### config.mk
export PLATFORM = sky130hd
export DESIGN_NAME = tlc_scaler
export DESIGN_NICKNAME = d
export VERILOG_FILES = /design/src/sv/tlc_pkg.sv /design/src/sv/tlc_scaler.sv
export SDC_FILE = /design/constraint.sdc
export NUM_CORES = 2
export LEC_CHECK = 0
export BUFFER_PORTS_ARGS = -buffer_cell sky130_fd_sc_hd__buf_4
export CORE_MARGIN = 8
export CORE_UTILIZATION = 27
export CTS_CLUSTER_SIZE = 8
export DETAILED_ROUTE_END_ITERATION = 16
export PLACE_DENSITY = 0.41
export SETUP_SLACK_MARGIN = 0.02
export SLEW_MARGIN = 5
export SYNTH_ARGS = -nofsm -noshare
export SYNTH_HDL_FRONTEND = slang
export SYNTH_SLANG_ARGS = --single-unit
### constraint.sdc
create_clock -name aclk -period 5.9 [get_ports aclk]
set_input_delay 1.18 -clock aclk [delete_from_list [all_inputs] [get_ports aclk]]
set_output_delay 1.18 -clock aclk [all_outputs]
set_load 0.02 [all_outputs]
### src/sv/tlc_pkg.sv
// shared constants, types and coefficient tables of the two-channel lux calculator
package tlc_pkg;

    localparam int COUNT_BITS_DEF      = 16;
    localparam int RATIO_FRAC_BITS_DEF = 10;

    // configuration register indexes
    localparam int   CFG_ADDR_BITS = 1;
    localparam logic [CFG_ADDR_BITS-1:0] CFG_GAIN_HIGH = 1'b0;
    localparam logic [CFG_ADDR_BITS-1:0] CFG_INTEG_MS  = 1'b1;

    localparam int TIME_BITS   = 9;
    localparam int INTEG_RESET = 13;

    // count scaling: count * 402 / integration time, x16 at low gain
    localparam int SCALE_NUM  = 402;
    localparam int SCALE_BITS = 9;
    localparam int GAIN_SHIFT = 4;

    // coefficients are Q0.16
    localparam int COEF_BITS      = 12;
    localparam int COEF_FRAC_BITS = 16;
    localparam int BAND_BITS      = 3;

    localparam int LUX_BITS       = 21;
    localparam int LUX_TDATA_BITS = 24;
    localparam logic [LUX_BITS-1:0] LUX_MAX = '1;
    localparam int LUX_GAIN       = 151;
    localparam int LUX_GAIN_BITS  = 8;
    localparam int LUX_DIV        = 100;

    // values at or above this limit saturate after the divide by 100
    localparam int Y_BITS    = 28;
    localparam int DIV_LIMIT = LUX_DIV * (2 ** LUX_BITS);

    // floor(2^35 / 100), estimate is low by at most one
    localparam int RECIP_100   = 343597383;
    localparam int RECIP_BITS  = 29;
    localparam int RECIP_SHIFT = 35;

    typedef struct packed {
        logic valid;
        logic sat;
    } tlc_tag_t;

    function automatic logic [COEF_BITS-1:0] coef_b(input logic [BAND_BITS-1:0] band);
        logic [COEF_BITS-1:0] v;
        case (band)
            3'd0:    v = 12'd1992;
            3'd1:    v = 12'd2130;
            3'd2:    v = 12'd2300;
            3'd3:    v = 12'd2497;
            3'd4:    v = 12'd1468;
            3'd5:    v = 12'd839;
            3'd6:    v = 12'd96;
            default: v = 12'd0;
        endcase
        return v;
    endfunction

    function automatic logic [COEF_BITS-1:0] coef_m(input logic [BAND_BITS-1:0] band);
        logic [COEF_BITS-1:0] v;
        case (band)
            3'd0:    v = 12'd1783;
            3'd1:    v = 12'd2884;
            3'd2:    v = 12'd3565;
            3'd3:    v = 12'd4089;
            3'd4:    v = 12'd2032;
            3'd5:    v = 12'd1003;
            3'd6:    v = 12'd73;
            default: v = 12'd0;
        endcase
        return v;
    endfunction

endpackage

### src/sv/tlc_scaler.sv
// pipelined restoring divider: both counts times 402 over the integration time
module tlc_scaler import tlc_pkg::*; #(
    parameter int COUNT_BITS = COUNT_BITS_DEF
) (
    input  logic                             aclk,
    input  logic                             aresetn,
    input  logic                             en,
    input  tlc_tag_t                         in_tag,
    input  logic [COUNT_BITS-1:0]            c0,
    input  logic [COUNT_BITS-1:0]            c1,
    input  logic [TIME_BITS-1:0]             t,
    output tlc_tag_t                         out_tag,
    output logic [COUNT_BITS+SCALE_BITS-1:0] s0,
    output logic [COUNT_BITS+SCALE_BITS-1:0] s1
);

    localparam int QB = COUNT_BITS + SCALE_BITS;

    tlc_tag_t             tag_reg [QB];
    logic [QB-1:0]        d0_reg  [QB];
    logic [QB-1:0]        d1_reg  [QB];
    logic [QB-1:0]        q0_reg  [QB];
    logic [QB-1:0]        q1_reg  [QB];
    logic [TIME_BITS-1:0] r0_reg  [QB];
    logic [TIME_BITS-1:0] r1_reg  [QB];

    // one quotient bit per stage, msb first
    for (genvar i = 0; i < QB; i++) begin : g_stage
        tlc_tag_t             tag_cur;
        logic [QB-1:0]        d0_cur, d1_cur, q0_cur, q1_cur;
        logic [TIME_BITS-1:0] r0_cur, r1_cur;
        logic [TIME_BITS:0]   trial0, trial1;
        logic                 ge0, ge1;

        if (i == 0) begin : g_first
            assign tag_cur = in_tag;
            assign d0_cur  = QB'(c0) * QB'(SCALE_NUM);
            assign d1_cur  = QB'(c1) * QB'(SCALE_NUM);
            assign q0_cur  = '0;
            assign q1_cur  = '0;
            assign r0_cur  = '0;
            assign r1_cur  = '0;
        end else begin : g_next
            assign tag_cur = tag_reg[i-1];
            assign d0_cur  = d0_reg[i-1];
            assign d1_cur  = d1_reg[i-1];
            assign q0_cur  = q0_reg[i-1];
            assign q1_cur  = q1_reg[i-1];
            assign r0_cur  = r0_reg[i-1];
            assign r1_cur  = r1_reg[i-1];
        end

        always_comb begin
            trial0 = {r0_cur, d0_cur[QB-1]};
            trial1 = {r1_cur, d1_cur[QB-1]};
            ge0    = trial0 >= {1'b0, t};
            ge1    = trial1 >= {1'b0, t};
        end

        always_ff @(posedge aclk) begin
            if (!aresetn) begin
                tag_reg[i] <= '0;
            end else if (en) begin
                tag_reg[i] <= tag_cur;
            end
        end

        always_ff @(posedge aclk) begin
            if (en) begin
                d0_reg[i] <= d0_cur << 1;
                d1_reg[i] <= d1_cur << 1;
                q0_reg[i] <= {q0_cur[QB-2:0], ge0};
                q1_reg[i] <= {q1_cur[QB-2:0], ge1};
                r0_reg[i] <= ge0 ? TIME_BITS'(trial0 - {1'b0, t}) : TIME_BITS'(trial0);
                r1_reg[i] <= ge1 ? TIME_BITS'(trial1 - {1'b0, t}) : TIME_BITS'(trial1);
            end
        end
    end

    assign out_tag = tag_reg[QB-1];
    assign s0      = q0_reg[QB-1];
    assign s1      = q1_reg[QB-1];

endmodule

==> qor.txt <==
Nets - 6022
DRC Markers - 0
DRT antenna net count - 0
Endpoints failing hold - 0
Final Max Tran Viols - 0
Crit Path Category - in2reg
I/O Pins - 98
Worst slew margin - 0.363
RSZ-0062 raised after global routing - no
Die Height - 550 um
Overall power - 42.4 mW
Measured slew at the worst slew-check pin - 955 ps
Leakage - 33.1 nW
WL final - 149000 um
Fill count - 27600
Share of post-route cells with drive strength above 1 - 0.147
CP arrival - 5410 ps
Area grow syn2layout - 16.1%
Avg Vias per Cell - 4.36
Final Core Density - 0.314
Vias in the first global route - 42400
Core Footprint - 284000 um2
Gp weighted congestion - 0.769
Vias after detailed routing - 39700
Pre-antenna DRT Iters - 5
Initial antenna violation count - 4
Fin Setup TNS - 0 ps
Cell mode on critical path - ha_1
Slowest stage delay, CP - 500 ps
1st-iter DRT viols - 1883
Starting Density - 0.271
Grt total ovfl - 0
Layout Skew - 80.4 ps
Start point of the critical path - c0[1]
Final Cycle Share - 0.822
Critical-path cell list - buf_4, ha_1, inv_1, fa_1, inv_1, fa_1, ha_1, ha_1, o21a_1, a211oi_1, o31ai_2, a31o_2, xnor2_1, buf_4, ha_1, inv_1, ha_1, nand2_1, nand2_1, and3_1
Clock Tree Root - clkbuf_16
GRT Util Overall - 0.0967
Post-synthesis net count - 5644
Crit path required time - 6460 ps
Die width - 550 um
EDFF count, synth - 1684
Max_cap viols - 0
First-pass GRT wire length - 235000 um
Critical Path Source Type - input port
Wire per inst - 16.3 um
Worst hold stages - 0
Hold path start - q0_reg[0][153]
CTS Buf Count - 241
Number of cell rows - 196
Crit path time final - 4850 ps
Asr flop ratio synth - 0
Status - complete, no violations
Worst-path clk slew - 50 ps
Max FO, Critical Path - 4
Top_reg_cell synth - edfxtp_1
Synth Warn # - 0
Pwr/cell area - 474 nW/um2
H-Tree Level Count - 4
Die area - 302000 um2
Post-CTS Hold Buffers - 0
Sequential-to-total area share from yosys stat - 0.657
Skew-Pair Late Insertion Delay - 880 ps
Worst hold-check path type - reg2reg
R2r startpoint - d0_reg[0][23]
Synthesized instance count - 4941
CP endpoint kind - register
Final Non-Filler Cells - 9119
CP max stage cell - fa_1
Fmax - 206 MHz
Netlist cell types - 65
Post-CTS Setup Bufs - 0
Avg Cell Area, Syn - 15.6 um2
Maximum clock path buffer count - 4
CTS tree - built
Placed cells - 8838
Worst ir drop on vdd - 260 uV
Post-CTS Resized - 0
# setup viols final - 0
CTS sink cnt - 1684
R2R cell count - 9
Largest net degree at the start of global routing - 170
Area of the mapped netlist - 76900 um2
Seq cells post-synth - 1684
IO buf count - 97
Detailed placement HPWL - 95000 um
==> synth_stat cells (44+ instances only) <==
library cell	n	area [um2]
o21a_1	54	405
edfxtp_1	1684	50600
ha_1	569	7120
mux2i_1	94	941
a21boi_0	88	661
a21oi_1	207	1040
xnor2_1	250	2190
mux2_2	276	3110
fa_1	88	1760
xor2_1	61	534
o21ai_0	103	515
o21ai_1	49	245
nor2_1	249	935
nor2b_1	95	594
nor3_1	55	275
and3_1	60	375
inv_1	248	931
o41ai_1	47	412
o21bai_1	44	330
nand3_1	93	465
nand2_1	156	586
==> where the power goes <==
part	switching [mW]	internal (mW)
combinational	6.62	6.23
clock	4.84	7.28
sequential	0.934	16.5
total	12.4	30.0
==> cell type report <==
cell class	instances	area (um2)	area share
Antenna cell	2	5.00	0.0000560
Clock buffer	265	6140	0.0687
Clock inverter	14	240	0.00269
Inverter	249	947	0.0106
Multi-Input combinational cell	2995	25400	0.284
Sequential cell	1684	50600	0.566
Tap cell	3762	4710	0.0527
Timing Repair Buffer	148	1360	0.0152
==> cell usage in the layout, fill, tap and decap left out, types with 23 or more instances in the layout <==
master / instances
a21oi_1: 207
edfxtp_1: 1684
o21a_1: 54
mux2_2: 276
a31oi_1: 38
inv_1: 240
o31ai_1: 30
and3_1: 60
xor2_1: 61
nor3_1: 55
nand3_2: 28
buf_4: 129
o41ai_1: 47
o21bai_1: 44
fa_1: 88
a21boi_0: 88
nand2_1: 156
ha_1: 569
clkbuf_16: 242
nor2b_1: 95
or2_2: 42
nand3_1: 93
clkbuf_1: 23
o21ai_1: 49
or3_1: 29
o21ai_0: 103
nor2_1: 249
xnor2_1: 250
and2_1: 43
mux2i_1: 94
==> worst max-delay path, delay by kind of cell <==
family	cells	cell delay, ps
adders and majority gates	7	2230
AOI/OAI and AO/OA	4	1030
buffers and inverters	5	470
and+or+nand+nor	3	330
xor gates and xnor gates	1	180
==> through the flow <==
stage | hold WS [ps] | cell area, um2 | setup WS [ps]
2_1_floorplan | 400 | 76900 | 539
3_3_place_gp | 400 | 83000 | 135
3_5_place_dp | 405 | 83000 | 197
4_1_cts | 326 | 89300 | 1110
5_1_grt | 334 | 89400 | 821
6_report | 345 | 89400 | 1050
==> cell families after synthesis <==
kind of cell               after synthesis  synth area share
DFF                                   1684             0.657
and+or+nand+nor                        896            0.0593
AOI/OAI and AO/OA                      761            0.0672
adders and majority gates              657             0.115
muxes                                  370            0.0526
xor gates and xnor gates               311            0.0354
buffers and inverters                  262            0.0129
==> metal layers <==
layer / vias up / GRT usage / share of wire
met4: 0 / 0.0315 / 0.031
met3: 313 / 0.0201 / 0.038
met1: 19300 / 0.123 / 0.46
met2: 529 / 0.164 / 0.47
met5: - / 0 / 0
li1: 19600 / - / -
==> path summary, 6_finish.rpt <==
kind                                        to  slack [ps]
worst max-delay path              r0_reg[0][2]        1050
worst min-delay path            q0_reg[0][179]         340
worst max register to register   r0_reg[0][16]        3180
worst min register to register  q0_reg[0][179]         340
Power figures use the tool's default switching activity.
