$ cat src/sv/tlc_pkg.sv
// shared constants, types and coefficient tables of the two-channel lux calculator
package tlc_pkg;

    localparam int COUNT_BITS_DEF      = 16;
    localparam int RATIO_FRAC_BITS_DEF = 10;

    // configuration register indexes
    localparam int   CFG_ADDR_BITS = 1;
    localparam logic [CFG_ADDR_BITS-1:0] CFG_GAIN_HIGH = 1'b0;
    localparam logic [CFG_ADDR_BITS-1:0] CFG_INTEG_MS  = 1'b1;

    localparam int TIME_BITS   = 9;
    localparam int INTEG_RESET = 13;

    // count scaling: count * 402 / integration time, x16 at low gain
    localparam int SCALE_NUM  = 402;
    localparam int SCALE_BITS = 9;
    localparam int GAIN_SHIFT = 4;

    // coefficients are Q0.16
    localparam int COEF_BITS      = 12;
    localparam int COEF_FRAC_BITS = 16;
    localparam int BAND_BITS      = 3;

    localparam int LUX_BITS       = 21;
    localparam int LUX_TDATA_BITS = 24;
    localparam logic [LUX_BITS-1:0] LUX_MAX = '1;
    localparam int LUX_GAIN       = 151;
    localparam int LUX_GAIN_BITS  = 8;
    localparam int LUX_DIV        = 100;

    // values at or above this limit saturate after the divide by 100
    localparam int Y_BITS    = 28;
    localparam int DIV_LIMIT = LUX_DIV * (2 ** LUX_BITS);

    // floor(2^35 / 100), estimate is low by at most one
    localparam int RECIP_100   = 343597383;
    localparam int RECIP_BITS  = 29;
    localparam int RECIP_SHIFT = 35;

    typedef struct packed {
        logic valid;
        logic sat;
    } tlc_tag_t;

    function automatic logic [COEF_BITS-1:0] coef_b(input logic [BAND_BITS-1:0] band);
        logic [COEF_BITS-1:0] v;
        case (band)
            3'd0:    v = 12'd1992;
            3'd1:    v = 12'd2130;
            3'd2:    v = 12'd2300;
            3'd3:    v = 12'd2497;
            3'd4:    v = 12'd1468;
            3'd5:    v = 12'd839;
            3'd6:    v = 12'd96;
            default: v = 12'd0;
        endcase
        return v;
    endfunction

    function automatic logic [COEF_BITS-1:0] coef_m(input logic [BAND_BITS-1:0] band);
        logic [COEF_BITS-1:0] v;
        case (band)
            3'd0:    v = 12'd1783;
            3'd1:    v = 12'd2884;
            3'd2:    v = 12'd3565;
            3'd3:    v = 12'd4089;
            3'd4:    v = 12'd2032;
            3'd5:    v = 12'd1003;
            3'd6:    v = 12'd73;
            default: v = 12'd0;
        endcase
        return v;
    endfunction

endpackage

$ cat src/sv/tlc_lux.sv
// band pick, coefficient, products, divide by 100 and saturation, eight stages
module tlc_lux import tlc_pkg::*; #(
    parameter int COUNT_BITS      = COUNT_BITS_DEF,
    parameter int RATIO_FRAC_BITS = RATIO_FRAC_BITS_DEF
) (
    input  logic                             aclk,
    input  logic                             aresetn,
    input  logic                             en,
    input  logic                             gain_high,
    input  tlc_tag_t                         in_tag,
    input  logic [COUNT_BITS+SCALE_BITS-1:0] s0,
    input  logic [RATIO_FRAC_BITS:0]         ratio,
    output tlc_tag_t                         out_tag,
    output logic [LUX_BITS-1:0]              lux
);

    localparam int F   = RATIO_FRAC_BITS;
    localparam int QB  = COUNT_BITS + SCALE_BITS;
    localparam int SB  = QB + GAIN_SHIFT;
    localparam int KB  = COEF_BITS + F;
    localparam int MB  = COEF_BITS + F + 1;
    localparam int P1B = KB + SB;
    localparam int P2B = P1B + LUX_GAIN_BITS;
    localparam int YSH = COEF_FRAC_BITS + F;
    localparam int YW  = P2B - YSH;
    localparam int EW  = (YW > Y_BITS) ? YW : Y_BITS;
    localparam int QPB = Y_BITS + RECIP_BITS;
    localparam int NT  = 8;

    // band limits, ratio rounded to the nearest Q1.F step
    localparam int LIM0 = ((1 << F) + 4) / 8;
    localparam int LIM1 = ((1 << F) + 2) / 4;
    localparam int LIM2 = ((3 << F) + 4) / 8;
    localparam int LIM3 = ((1 << F) + 1) / 2;
    localparam int LIM4 = ((61 << F) + 50) / 100;
    localparam int LIM5 = ((4 << F) + 2) / 5;
    localparam int LIM6 = ((13 << F) + 5) / 10;

    tlc_tag_t tag_reg [NT];

    logic [COEF_BITS-1:0] b1_reg, m1_reg;
    logic [F:0]           ratio1_reg;
    logic [SB-1:0]        s0sc1_reg, s0sc2_reg, s0sc3_reg;
    logic [KB-1:0]        hi2_reg, k3_reg;
    logic [MB-1:0]        lo2_reg;
    logic [P1B-1:0]       p1_4_reg;
    logic [P2B-1:0]       p2_5_reg;
    logic [Y_BITS-1:0]    y6_reg, y7_reg;
    logic [LUX_BITS-1:0]  qe7_reg, lux8_reg;
    logic                 zero1_reg, zero2_reg, zero3_reg, zero4_reg;
    logic                 zero5_reg, zero6_reg, zero7_reg;
    logic                 big6_reg, big7_reg;

    logic [BAND_BITS-1:0] band;
    logic [EW-1:0]        y_full;
    logic                 big;
    logic [QPB-1:0]       qprod;
    logic [Y_BITS-1:0]    rem;
    logic [LUX_BITS-1:0]  qfix;
    logic [LUX_BITS-1:0]  lux_next;

    always_comb begin
        if (ratio <= (F+1)'(LIM0)) begin
            band = 3'd0;
        end else if (ratio <= (F+1)'(LIM1)) begin
            band = 3'd1;
        end else if (ratio <= (F+1)'(LIM2)) begin
            band = 3'd2;
        end else if (ratio <= (F+1)'(LIM3)) begin
            band = 3'd3;
        end else if (ratio <= (F+1)'(LIM4)) begin
            band = 3'd4;
        end else if (ratio <= (F+1)'(LIM5)) begin
            band = 3'd5;
        end else if (ratio <= (F+1)'(LIM6)) begin
            band = 3'd6;
        end else begin
            band = 3'd7;
        end
    end

    always_comb begin
        y_full = EW'(p2_5_reg >> YSH);
        big    = y_full >= EW'(DIV_LIMIT);
        qprod  = QPB'(y6_reg) * QPB'(RECIP_100);
        rem    = y7_reg - Y_BITS'(Y_BITS'(qe7_reg) * Y_BITS'(LUX_DIV));
        // reciprocal estimate is at most one low
        qfix   = qe7_reg + LUX_BITS'(rem >= Y_BITS'(LUX_DIV));
        if (tag_reg[NT-2].sat || zero7_reg) begin
            lux_next = '0;
        end else if (big7_reg) begin
            lux_next = LUX_MAX;
        end else begin
            lux_next = qfix;
        end
    end

    always_ff @(posedge aclk) begin
        if (!aresetn) begin
            for (int i = 0; i < NT; i++) begin
                tag_reg[i] <= '0;
            end
        end else if (en) begin
            tag_reg[0] <= in_tag;
            for (int i = 1; i < NT; i++) begin
                tag_reg[i] <= tag_reg[i-1];
            end
        end
    end

    always_ff @(posedge aclk) begin
        if (en) begin
            // stage 1: band and scaled broadband
            b1_reg     <= coef_b(band);
            m1_reg     <= coef_m(band);
            ratio1_reg <= ratio;
            s0sc1_reg  <= gain_high ? SB'(s0) : (SB'(s0) << GAIN_SHIFT);
            zero1_reg  <= (s0 == '0);
            // stage 2
            hi2_reg    <= KB'(b1_reg) << F;
            lo2_reg    <= MB'(m1_reg) * MB'(ratio1_reg);
            s0sc2_reg  <= s0sc1_reg;
            zero2_reg  <= zero1_reg;
            // stage 3: negative coefficient clamps to zero
            k3_reg     <= ({1'b0, hi2_reg} > lo2_reg) ? KB'({1'b0, hi2_reg} - lo2_reg) : '0;
            s0sc3_reg  <= s0sc2_reg;
            zero3_reg  <= zero2_reg;
            // stage 4
            p1_4_reg   <= P1B'(k3_reg) * P1B'(s0sc3_reg);
            zero4_reg  <= zero3_reg;
            // stage 5
            p2_5_reg   <= P2B'(p1_4_reg) * P2B'(LUX_GAIN);
            zero5_reg  <= zero4_reg;
            // stage 6: drop fraction, catch overflow before the divide
            y6_reg     <= big ? '0 : y_full[Y_BITS-1:0];
            big6_reg   <= big;
            zero6_reg  <= zero5_reg;
            // stage 7
            qe7_reg    <= qprod[RECIP_SHIFT+LUX_BITS-1:RECIP_SHIFT];
            y7_reg     <= y6_reg;
            big7_reg   <= big6_reg;
            zero7_reg  <= zero6_reg;
            // stage 8
            lux8_reg   <= lux_next;
        end
    end

    assign out_tag = tag_reg[NT-1];
    assign lux     = lux8_reg;

endmodule

$ cat config.mk
export PLATFORM = sky130hd
export DESIGN_NAME = tlc_lux
export DESIGN_NICKNAME = d
export VERILOG_FILES = /design/src/sv/tlc_pkg.sv /design/src/sv/tlc_lux.sv
export SDC_FILE = /design/constraint.sdc
export NUM_CORES = 2
export LEC_CHECK = 0
export BUFFER_PORTS_ARGS = -buffer_cell sky130_fd_sc_hd__buf_2
export CORE_MARGIN = 1
export CORE_UTILIZATION = 55
export CTS_CLUSTER_DIAMETER = 100
export CTS_CLUSTER_SIZE = 16
export DETAILED_ROUTE_END_ITERATION = 8
export GPL_TIMING_DRIVEN = 0
export PLACE_DENSITY = 0.69
export SYNTH_ARGS = -nofsm -noshare
export SYNTH_HDL_FRONTEND = slang
export SYNTH_SLANG_ARGS = --single-unit
$ cat constraint.sdc
create_clock -name aclk -period 12.6 [get_ports aclk]
set_input_delay 0 -clock aclk [delete_from_list [all_inputs] [get_ports aclk]]
set_output_delay 0 -clock aclk [all_outputs]
set_load 0.01 [all_outputs]
==> impl_metrics.py <==
metrics = {
    "synth": {
        "synth-seq-cells": 380,
        "synth-simple-area-share_pct": 10.5,
        "yosys_warnings": 0,
        "yosys.area.top_type": "fa_1",
        "syn_avg_cell_area_um2": 10.1,
        "synthAdderAreaFrac_pct": 51.3,
        "syn-cell-area_um2": 60700,
        "async_reset_ff_share_pct": 0,
        "synth_xor_area_share_pct": 2.57,
        "synth_top_family_by_area": "adder cells",
        "synth_area_leaders": "fa_1, edfxtp_1, ha_1",
        "synth_cells": 6026,
        "synth_cell_types": 86,
        "synth_mux_area_share_pct": 0.456,
        "synth_top_area_share_pct": 34.9,
        "syn_nets": 7923,
        "synth_edf_count": 380,
        "synth_compound_area_share_pct": 5.87,
        "ys_seq_area_share_pct": 18.8,
        "synth_flop_cell": "edfxtp_1",
    },
    "setup_path": {
        "end_kind": "flop",
        "cpMostUsedCell": "ha_1",
        "cpPeakStageDelay_ns": 0.53,
        "rrSetupSlack_ns": 3.93,
        "cp_max_fo": 5,
        "worst_ep_required_time_ns": 12.95,
        "start_kind": "flop",
        "cpMaxStageDelayCell": "edfxtp_1",
        "worstPathArrival_ns": 9.02,
        "setup.worst_path.class": "reg2reg",
    },
    "layout": {
        "drive_gt1_share_pct": 2.81,
        "layout_commonest_cell": "inv_1",
        "nets": 8081,
        "final_cell_mix": "inv_1, fa_1, ha_1, nand2_1, edfxtp_1",
        "synthToLayoutAreaGrowth_pct": 6.38,
        "largest_register_ffs": 51,
    },
    "grt": {
        "antenna_found_initial": 2,
        "grt_pass1_wl_um": 230000,
        "grt_pass1_vias": 43425,
        "overflow": 0,
        "track_usage_pct": 26.5,
        "grt_max_degree": 133,
    },
    "place": {
        "gp_congestion": 0.934,
        "io_buffers": 63,
        "dpl.hpwl_um": 120000,
    },
    "timing": {
        "fin_tns_setup_ns": 0,
        "setup_viol": 0,
        "fmax_mhz": 115,
        "rsz0062_at_grt": "false",
        "timing.final.crit_share_pct": 68.8,
        "max_slew_margin_pct": 23.4,
        "skew_ns": 0.0414,
        "fin_hold_ws_ns": -0.0108,
        "worst_slew_pin_slew_ns": 1.14,
        "slew_viol_final": 0,
        "hold_viol": 1,
        "fin_crit_ns": 8.67,
    },
    "floorplan": {
        "dieArea_um2": 112000,
        "initial_utilization_pct": 55.6,
        "fp.dieW_um": 334,
        "die_y_um": 334,
        "ioPinCount": 65,
        "core_area_um2": 109000,
        "rows": 121,
    },
    "routing": {
        "wire_per_inst_um": 18.4,
        "num_vias": 40919,
        "drt-vias-per-instance": 5.33,
        "routed_wl_um": 142000,
        "drtIter0Drc": 2504,
        "ant_nets": 0,
        "drtPass1Iterations": 5,
        "drcViolationCount": 0,
    },
    "clocking": {
        "cts.sinks": 380,
        "cts_tree": "done",
        "clk_latency_ns": 0.62,
        "path_clk_slew_ns": 0.07,
        "cts_made_buffers": 34,
        "cts_resized": 0,
        "clockBufferDepth": 3,
        "cts.htree.levels": 2,
        "root_buffer": "clkbuf_16",
    },
    "run_status": {
        "violations": "hold timing",
        "outcome": "finished with violations",
    },
    "hold_path": {
        "hold_path.class": "in2reg",
    },
    "run": {
        "maxCapViolCount": 0,
    },
}
-- worst max-delay path, delay by kind of cell (launching register included) --
family / cells / cell delay (ns)
xor+xnor: 2 / 0.30
simple gates: 17 / 3.04
fa+ha+maj: 7 / 2.26
compound gates: 11 / 2.31
flops: 1 / 0.53
-- final cells by class --
type                            count  area (um^2)
Fill cell                        9269        44600
Multi-Input combinational cell   3966        43000
Sequential cell                   380        11400
Inverter                         1504         5650
Tap cell                         1476         1850
Timing Repair Buffer              122          951
Clock buffer                       37          883
Buffer                            176          671
Clock inverter                     12          185
Antenna cell                        1         2.50
-- cell usage after synthesis, types with 15 or more instances --
cell type and n:
o21a_1 31, mux2_2 21, nand2_1 653, nor4_1 17, nand2b_1 27, fa_1 1058
xnor2_1 109, clkbuf_1 157, a211oi_1 24, a21oi_1 162, o21bai_1 23, a21o_1 73
nor2_1 190, and2_1 246, nor3_1 55, and3_1 34, nor2b_1 38, ha_1 797
edfxtp_1 380, o21ai_0 86, xor2_1 69, nand4_1 23, a31oi_1 17, buf_1 15
nand3_1 47, inv_1 1504
-- per-stage QoR --
stage	area [um^2]	setup WS (ns)	std cells	hold slack [ns]	util, %
final	64500	3.93	7674	-0.0108	59.1
after global routing	64500	3.15	7673	0.0348	59.1
after CTS	64500	3.84	7673	0.000661	59.1
after detailed placement	62900	3.90	7567	0.198	57.6
after global placement	62800	3.94	7565	0.194	57.6
after floorplan	60700	5.46	6026	0.0989	-
-- layer usage --
metal	track usage [%]	up-vias	wire [um]
met4	9.64	4	5560
met2	46.1	1257	69100
li1	-	19033	-
met3	3.15	264	8670
met1	33.9	20361	58100
met5	0	-	32
-- kinds of logic after synthesis --
kind of cell / Yosys count
compound gates: 536
xor+xnor: 178
fa+ha+maj: 1855
buf+inv: 1680
flops: 380
mux: 25
simple gates: 1372
-- final timing paths --
kind	start	to	depth (start not counted)
hold reg to reg	b1_reg[6]	hi2_reg[16]	0
setup / recovery	qe7_reg[2]	lux[20]	37
setup reg to reg	qe7_reg[2]	lux[20]	37
hold / removal	gain_high	s0sc1_reg[26]	2
-- timing repair --
item	CTS	global route
buffers inserted	0	0
endpoints found under the hold margin	68	0
hold buffers	57	0
Power is left out: the tool's default activity adds up to more than one toggle a clock period on the data nets, which glitch-free logic cannot reach.
