==> src/sv/tlc_pkg.sv <==
// shared constants, types and coefficient tables of the two-channel lux calculator
package tlc_pkg;

    localparam int COUNT_BITS_DEF      = 16;
    localparam int RATIO_FRAC_BITS_DEF = 10;

    // configuration register indexes
    localparam int   CFG_ADDR_BITS = 1;
    localparam logic [CFG_ADDR_BITS-1:0] CFG_GAIN_HIGH = 1'b0;
    localparam logic [CFG_ADDR_BITS-1:0] CFG_INTEG_MS  = 1'b1;

    localparam int TIME_BITS   = 9;
    localparam int INTEG_RESET = 13;

    // count scaling: count * 402 / integration time, x16 at low gain
    localparam int SCALE_NUM  = 402;
    localparam int SCALE_BITS = 9;
    localparam int GAIN_SHIFT = 4;

    // coefficients are Q0.16
    localparam int COEF_BITS      = 12;
    localparam int COEF_FRAC_BITS = 16;
    localparam int BAND_BITS      = 3;

    localparam int LUX_BITS       = 21;
    localparam int LUX_TDATA_BITS = 24;
    localparam logic [LUX_BITS-1:0] LUX_MAX = '1;
    localparam int LUX_GAIN       = 151;
    localparam int LUX_GAIN_BITS  = 8;
    localparam int LUX_DIV        = 100;

    // values at or above this limit saturate after the divide by 100
    localparam int Y_BITS    = 28;
    localparam int DIV_LIMIT = LUX_DIV * (2 ** LUX_BITS);

    // floor(2^35 / 100), estimate is low by at most one
    localparam int RECIP_100   = 343597383;
    localparam int RECIP_BITS  = 29;
    localparam int RECIP_SHIFT = 35;

    typedef struct packed {
        logic valid;
        logic sat;
    } tlc_tag_t;

    function automatic logic [COEF_BITS-1:0] coef_b(input logic [BAND_BITS-1:0] band);
        logic [COEF_BITS-1:0] v;
        case (band)
            3'd0:    v = 12'd1992;
            3'd1:    v = 12'd2130;
            3'd2:    v = 12'd2300;
            3'd3:    v = 12'd2497;
            3'd4:    v = 12'd1468;
            3'd5:    v = 12'd839;
            3'd6:    v = 12'd96;
            default: v = 12'd0;
        endcase
        return v;
    endfunction

    function automatic logic [COEF_BITS-1:0] coef_m(input logic [BAND_BITS-1:0] band);
        logic [COEF_BITS-1:0] v;
        case (band)
            3'd0:    v = 12'd1783;
            3'd1:    v = 12'd2884;
            3'd2:    v = 12'd3565;
            3'd3:    v = 12'd4089;
            3'd4:    v = 12'd2032;
            3'd5:    v = 12'd1003;
            3'd6:    v = 12'd73;
            default: v = 12'd0;
        endcase
        return v;
    endfunction

endpackage

==> src/sv/tlc_ratio.sv <==
// pipelined divider for the infrared to broadband ratio, capped below 2.0
module tlc_ratio import tlc_pkg::*; #(
    parameter int COUNT_BITS      = COUNT_BITS_DEF,
    parameter int RATIO_FRAC_BITS = RATIO_FRAC_BITS_DEF
) (
    input  logic                             aclk,
    input  logic                             aresetn,
    input  logic                             en,
    input  tlc_tag_t                         in_tag,
    input  logic [COUNT_BITS+SCALE_BITS-1:0] s0,
    input  logic [COUNT_BITS+SCALE_BITS-1:0] s1,
    output tlc_tag_t                         out_tag,
    output logic [COUNT_BITS+SCALE_BITS-1:0] s0_out,
    output logic [RATIO_FRAC_BITS:0]         ratio
);

    localparam int QB = COUNT_BITS + SCALE_BITS;
    localparam int F  = RATIO_FRAC_BITS;
    localparam int NS = F + 1;

    tlc_tag_t      tag_reg  [NS];
    logic [QB-1:0] s0_reg   [NS];
    logic [QB-1:0] r_reg    [NS];
    logic [F:0]    q_reg    [NS];
    logic          over_reg [NS];

    // stage j resolves quotient bit F-j; the first stage also flags s1 >= 2*s0
    for (genvar j = 0; j < NS; j++) begin : g_stage
        tlc_tag_t      tag_cur;
        logic [QB-1:0] s0_cur;
        logic [F:0]    q_cur;
        logic [QB:0]   trial;
        logic          over_cur;
        logic          ge;

        if (j == 0) begin : g_first
            assign tag_cur  = in_tag;
            assign s0_cur   = s0;
            assign q_cur    = '0;
            assign trial    = {1'b0, s1};
            assign over_cur = {1'b0, s1} >= {s0, 1'b0};
        end else begin : g_next
            assign tag_cur  = tag_reg[j-1];
            assign s0_cur   = s0_reg[j-1];
            assign q_cur    = q_reg[j-1];
            assign trial    = {r_reg[j-1], 1'b0};
            assign over_cur = over_reg[j-1];
        end

        assign ge = trial >= {1'b0, s0_cur};

        always_ff @(posedge aclk) begin
            if (!aresetn) begin
                tag_reg[j] <= '0;
            end else if (en) begin
                tag_reg[j] <= tag_cur;
            end
        end

        always_ff @(posedge aclk) begin
            if (en) begin
                s0_reg[j]   <= s0_cur;
                over_reg[j] <= over_cur;
                q_reg[j]    <= {q_cur[F-1:0], ge};
                r_reg[j]    <= ge ? QB'(trial - {1'b0, s0_cur}) : QB'(trial);
            end
        end
    end

    assign out_tag = tag_reg[NS-1];
    assign s0_out  = s0_reg[NS-1];
    assign ratio   = over_reg[NS-1] ? '1 : q_reg[NS-1];

endmodule

==> config.mk <==
export PLATFORM = sky130hd
export DESIGN_NAME = tlc_ratio
export DESIGN_NICKNAME = d
export VERILOG_FILES = /design/src/sv/tlc_pkg.sv /design/src/sv/tlc_ratio.sv
export SDC_FILE = /design/constraint.sdc
export NUM_CORES = 1
export LEC_CHECK = 0
export ABC_CLOCK_PERIOD_IN_PS = 7210
export BUFFER_PORTS_ARGS = -buffer_cell sky130_fd_sc_hd__buf_4
export CAP_MARGIN = 25
export CORE_ASPECT_RATIO = 0.7
export CORE_MARGIN = 2
export CORE_UTILIZATION = 57
export CTS_CLUSTER_DIAMETER = 120
export DETAILED_ROUTE_END_ITERATION = 7
export PLACE_DENSITY = 0.73
export REMOVE_ABC_BUFFERS = 1
export SYNTH_ARGS = -nofsm -noshare
export SYNTH_HDL_FRONTEND = slang
export SYNTH_SLANG_ARGS = --single-unit
==> constraint.sdc <==
create_clock -name aclk -period 7.21 [get_ports aclk]
set_input_delay 1.8025 -clock aclk [delete_from_list [all_inputs] [get_ports aclk]]
set_output_delay 1.8025 -clock aclk [all_outputs]
set_load 0.05 [all_outputs]
==> results.yml, run 1 <==
detailed_routing:
  drt-initial-drc-count: 1459
  wl_met3_mm: 2.537
  antenna_left: 0
  via_count: 23390
  top_layer: "met4"
  met1_length_mm: 30.28
  wl_mm: 71.47
  drtPass1Iterations: 7
  vias_per_cell: 5.781
  wl_met2_mm: 35.29
  drc_errors: 0
  routedWlPerCell_um: 17.66
timing:
  finalHoldViolCount: 0
  final.min_clock_period_ps: 4597
  fin_setup_tns_ps: 0
  setup_viol: 0
  holdWs_ps: 412.9
  worst_slew_pin_slew_ps: 1124
  slew_violations: 0
  rsz0062_at_grt: "false"
  max_freq_mhz: 217.5
  timing.final.ws_setup_ps: 2613
  fin_skew_ps: 20.90
  fin_crit_sh: 0.6376
  max_slew_margin: 0.2510
min_path:
  hp-class: "flip-flop to flip-flop"
  worstHoldStart: "q_reg[6][3]"
setup_path:
  cp_num_buf_inv: 1
  rr_startpoint: "s0_reg[0][0]"
  crit_slowest_cell: "or4b_1"
  cp_max_fo: 27
  startpoint_type: "flip-flop"
  arrival_ps: 4970
  path_class: "flip-flop to flip-flop"
  required_ps: 7580
  worstPathCellList: "fa_1 > nor2b_1 > o21ai_1 > a21boi_0 > nor4_2 > o41ai_2 > a41oi_1 > o41ai_1 > or4b_1 > buf_4 > mux2_2"
  cpLargestDelayFamily: "compound AO/OA/AOI/OAI gates"
  crit_start: "s0_reg[0][0]"
  critPathCaptureType: "flip-flop"
  slowest_delay_ps: 820
power_and_ir_drop:
  power_density_nw_per_um2: 401.6
  ir_drop_v: 0.0002512
  leakage_nw: 16.32
floorplanning:
  dieArea_um2: 64440
  ios: 93
  start_util: 0.5772
  rows: 76
  die_w_um: 302.6
  coreArea_um2: 61620
  fp.dieH_um: 213.0
grt:
  gr-total-overflow: 0
  grt_pass1_vias: 24070
  grt_pass1_wl_mm: 116.9
  grt_use_total: 0.2234
  grt_antenna_before_repair: 0
  grt_max_degree: 179
yosys:
  synthCells: 3063
  yosys_most_used_dff: "edfxtp_1"
  synth_cell_type_count: 77
  yosysTopAreaCell: "edfxtp_1"
  synth_top_area_frac: 0.5269
  synth_seq_cells: 624
  syn_area_um2: 35570
  ys_top_cells_by_area: "edfxtp_1, ha_1, mux2_2"
  ys_async_sr_fraction: 0
  ys_seq_area_frac: 0.5269
  synth.avg_cell_area_um2: 11.61
  synth-edff-count: 624
  yosysWarnings: 0
cts:
  post_cts_buffers: 0
  cts_buffers: 61
  clock_path_buffers: 3
  clock_sinks: 624
  ctsHoldBuffers: 0
  htree_num_levels: 2
  cts_tree: "built"
  ctsResizeCount: 0
  clock_latency_ps: 630
  clkTransAtPathRegs_ps: 60
  clockRootBuffer: "clkbuf_16"
final_layout:
  fin_nets: 3545
  final_cell_mix: "edfxtp_1, inv_1, ha_1, a21oi_1, nor2_1"
  antenna_cells: 0
  largest_reg_flops: 275
  area_delta_synth_final_pct: 10.24
  layout_commonest_cell: "edfxtp_1"
  postLayoutCellArea_um2: 39210
  drive_above_1_share: 0.1122
placed_design:
  dp_hpwl_mm: 52.62
  post-place-ws_ps: 2121
  place.gp.congestion: 0.9323
  place_area_um2: 37210
  io_buffers: 92
run:
  cap_viol_max_count: 0
run_status:
  status: "finished clean"
==> cell families after synthesis <==
kind of cell | count (synthesis) | share of synthesized area
xor+xnor | 201 | 0.04950
buf+inv | 398 | 0.04366
flops | 624 | 0.5269
compound gates | 764 | 0.1379
fa+ha+maj | 308 | 0.1105
mux | 147 | 0.04633
simple gates | 621 | 0.08531
==> Yosys cell counts (all sizes together), types with 8 or more instances <==
master  number
o31ai       17
ha         298
o31a        10
fa          10
nand3       44
a211o        9
and3        39
a211oi      20
o21bai      36
nand2      130
nand2b      24
clkbuf      25
and2        13
nor2       194
o21ai      147
a21o       116
xnor2      135
o21a        47
nor2b       38
edfxtp     624
o211ai       9
xor2        66
a21oi      257
a21boi      11
o41ai       10
nor4         8
mux2       141
inv        345
a31oi       23
or2         17
or3         15
nor3        37
buf         28
nand4       35
==> per-layer routing <==
metal,vias up,GRT usage
met5,-,0
met4,0,0.1097
met3,191,0.02717
met2,612,0.3984
met1,11090,0.2686
li1,11500,-
==> area by class of cell <==
class	instances	area, um^2
clock buffers	67	1549
clock inverters	41	415.4
fillers	4601	22410
inverters	345	1295
multi-input cells	2041	15300
flip-flops and latches	624	18740
well taps	819	1025
repair buffers	109	887.1
==> where the power goes <==
group	total (mW)	internal [mW]	switching, mW	leakage, nW
logic	6.86	3.11	3.75	9.24
registers	5.70	5.26	0.439	6.12
clock network	3.18	1.82	1.36	0.958
total	15.7	10.2	5.55	16.3
==> final timing paths <==
path	end	slack (ps)	cells after the start
hold reg to reg	q_reg[7][4]	410	0
setup reg to reg	r_reg[1][5]	2610	11
setup / recovery	r_reg[1][5]	2610	11
hold / removal	q_reg[7][4]	410	0
==> metrics by stage <==
| stage | utilization | total power, mW | cells |
|---|---|---|---|
| global placement | 0.6035 | 12.20 | 3935 |
| detailed placement | 0.6039 | 12.48 | 3936 |
| finish | 0.6363 | 15.75 | 4046 |
| global route | 0.6363 | 16.79 | 4046 |
| CTS | 0.6358 | 15.76 | 4044 |
| floorplan | - | 10.86 | 3010 |
Power figures use the tool's default switching activity.
==> run 2, diff against run 1 <==
- ABC_CLOCK_PERIOD_IN_PS: 7210 -> 4300
- clock period: 7.21 -> 4.3 ns (I/O delays scaled with it)
==> run 2 against run 1 <==
Maximum frequency rose by 22%. Cell count rose by 0.52%. Utilization grew 0.25 points. Sequential power grew 68%. Via count decreased by 0.17%. Wire length shrank 2.1%. Register-to-register slack worse by 2100 ps. Flip-flop and latch count unchanged. Critical path depth did not move. Count of clock-buffer cells in the layout increased by 7. Power grew 68%. Global-route usage decreased by 0.54 points. Largest cell class unchanged.
==> results.yml, run 2 (synthesis gave the netlist of run 1 again) <==
cts:
  clock_path_buffers: 3
  clock_sinks: 624
  htree_num_levels: 2
  ctsResizeCount: 0
  clkTransAtPathRegs_ps: 60
  clockRootBuffer: "clkbuf_16"
  cts_tree: "built"
  ctsHoldBuffers: 0
  post_cts_buffers: 0
  clock_latency_ps: 630
  cts_buffers: 61
final_layout:
  final_cell_mix: "edfxtp_1, inv_1, ha_1, a21oi_1, nor2_1"
  largest_reg_flops: 275
  drive_above_1_share: 0.1158
  area_delta_synth_final_pct: 10.68
  layout_commonest_cell: "edfxtp_1"
  postLayoutCellArea_um2: 39360
  nFillCells: 4598
  fin_nets: 3566
  antenna_cells: 0
detailed_routing:
  antenna_left: 0
  wl_mm: 69.93
  routedWlPerCell_um: 17.20
  drc_errors: 0
  drt-initial-drc-count: 1285
  vias_per_cell: 5.741
  via_count: 23350
  drtPass1Iterations: 5
placed_design:
  dp_hpwl_mm: 52.28
  post-place-ws_ps: 137.7
  io_buffers: 92
  place_area_um2: 37390
  place.gp.congestion: 0.9548
grt:
  grt_util_met1: 0.2590
  grtUsageMet3: 0.02839
  grt_util_met2: 0.4050
  grt_pass1_vias: 23600
  gr-total-overflow: 0
  grt_use_total: 0.2180
  grt.busiest_layer: "met2"
  grt_pass1_wl_mm: 114.4
  grt_antenna_before_repair: 0
  grt_max_degree: 171
timing:
  timing.final.ws_setup_ps: 537.0
  fin_crit_sh: 0.8751
  fin_skew_ps: 30.27
  fin_setup_tns_ps: 0
  slew_violations: 0
  rsz0062_at_grt: "false"
  final.min_clock_period_ps: 3763
  max_freq_mhz: 265.7
  worst_slew_pin_slew_ps: 806.4
  setup_viol: 0
  finalHoldViolCount: 0
  max_slew_margin: 0.4624
setup_path:
  slowest_delay_ps: 520
  critPathCaptureType: "flip-flop"
  cp_max_fo: 34
  worstPathCellList: "fa_1 > nor2b_1 > o21ai_0 > nand2b_1 > a211o_1 > a21oi_1 > o21ai_0 > a21oi_1 > o41ai_4 > buf_4 > mux2_2"
  crit_slowest_cell: "o41ai_4"
  cp_num_buf_inv: 1
  startpoint_type: "flip-flop"
  path_class: "flip-flop to flip-flop"
  required_ps: 4670
  arrival_ps: 4130
  cpLargestDelayFamily: "compound AO/OA/AOI/OAI gates"
run:
  cap_viol_max_count: 0
min_path:
  hp-class: "flip-flop to flip-flop"
floorplanning:
  start_util: 0.5772
  fp.dieH_um: 213.0
  die_w_um: 302.6
  rows: 76
  ios: 93
  dieArea_um2: 64440
  coreArea_um2: 61620
power_and_ir_drop:
  leakage_nw: 16.43
  power_density_nw_per_um2: 671.6
  ir_drop_v: 0.0003944
run_status:
  status: "finished clean"
==> run 2: cell count changes in the layout (fill, tap and decap cells not counted), moves of 2 or more <==
cell	previous run	this run
buf_12	3	5
buf_4	103	123
clkbuf_1	6	11
clkbuf_16	61	63
clkinv_1	11	13
clkinv_2	14	12
clkinvlp_4	5	1
inv_6	3	1
==> run 2: power by group <==
group | leakage [nW] | internal (mW) | total, mW | switching, mW
Combinational | 9.35 | 5.33 | 11.6 | 6.27
Clock | 0.960 | 3.07 | 5.28 | 2.22
Sequential | 6.12 | 8.82 | 9.55 | 0.735
==> run 2: metal layers <==
metal / share of wire / wire [um] / vias to the layer above
li1: - / - / 11530
met1: 0.42 / 29480 / 11130
met2: 0.51 / 35790 / 536
met3: 0.036 / 2517 / 149
met4: 0.031 / 2144 / 0
met5: 0 / 0 / -
==> run 2: path summary, 6_finish.rpt <==
check / start / end / slack, ps / cells past startpoint
setup / recovery: s0_reg[4][0] / r_reg[5][5] / 540 / 11
hold / removal: q_reg[6][3] / q_reg[7][4] / 400 / 0
setup reg to reg: s0_reg[4][0] / r_reg[5][5] / 540 / 11
hold reg to reg: q_reg[6][3] / q_reg[7][4] / 400 / 0
==> run 2: worst reg2reg max path: stages (launching register included) <==
cell	delay, ps
edfxtp_1	460
fa_1	490
nor2b_1	140
o21ai_0	90
nand2b_1	160
a211o_1	170
a21oi_1	110
o21ai_0	300
a21oi_1	240
o41ai_4	520
buf_4	440
mux2_2	410
==> run 2: cell type report <==
cell class              instances  area, um^2  share of cell area
well taps                     819        1025             0.02603
multi-input cells            2041       15300              0.3887
inverters                     345        1295             0.03290
clock buffers                  74        1618             0.04110
flip-flops and latches        624       18740              0.4760
repair buffers                130        1054             0.02676
clock inverters                34       335.3            0.008519
==> run 2: through the flow <==
stage          utilization  power [mW]  std cells  hold slack (ps)
6_report            0.6388       26.44       4067            400.2
5_1_grt             0.6388       28.16       4067            409.4
3_3_place_gp        0.6069       20.63       3958            400.3
3_5_place_dp        0.6069       21.04       3958            404.5
4_1_cts             0.6386       26.47       4066            397.1
2_1_floorplan            -       18.21       3010            400.3
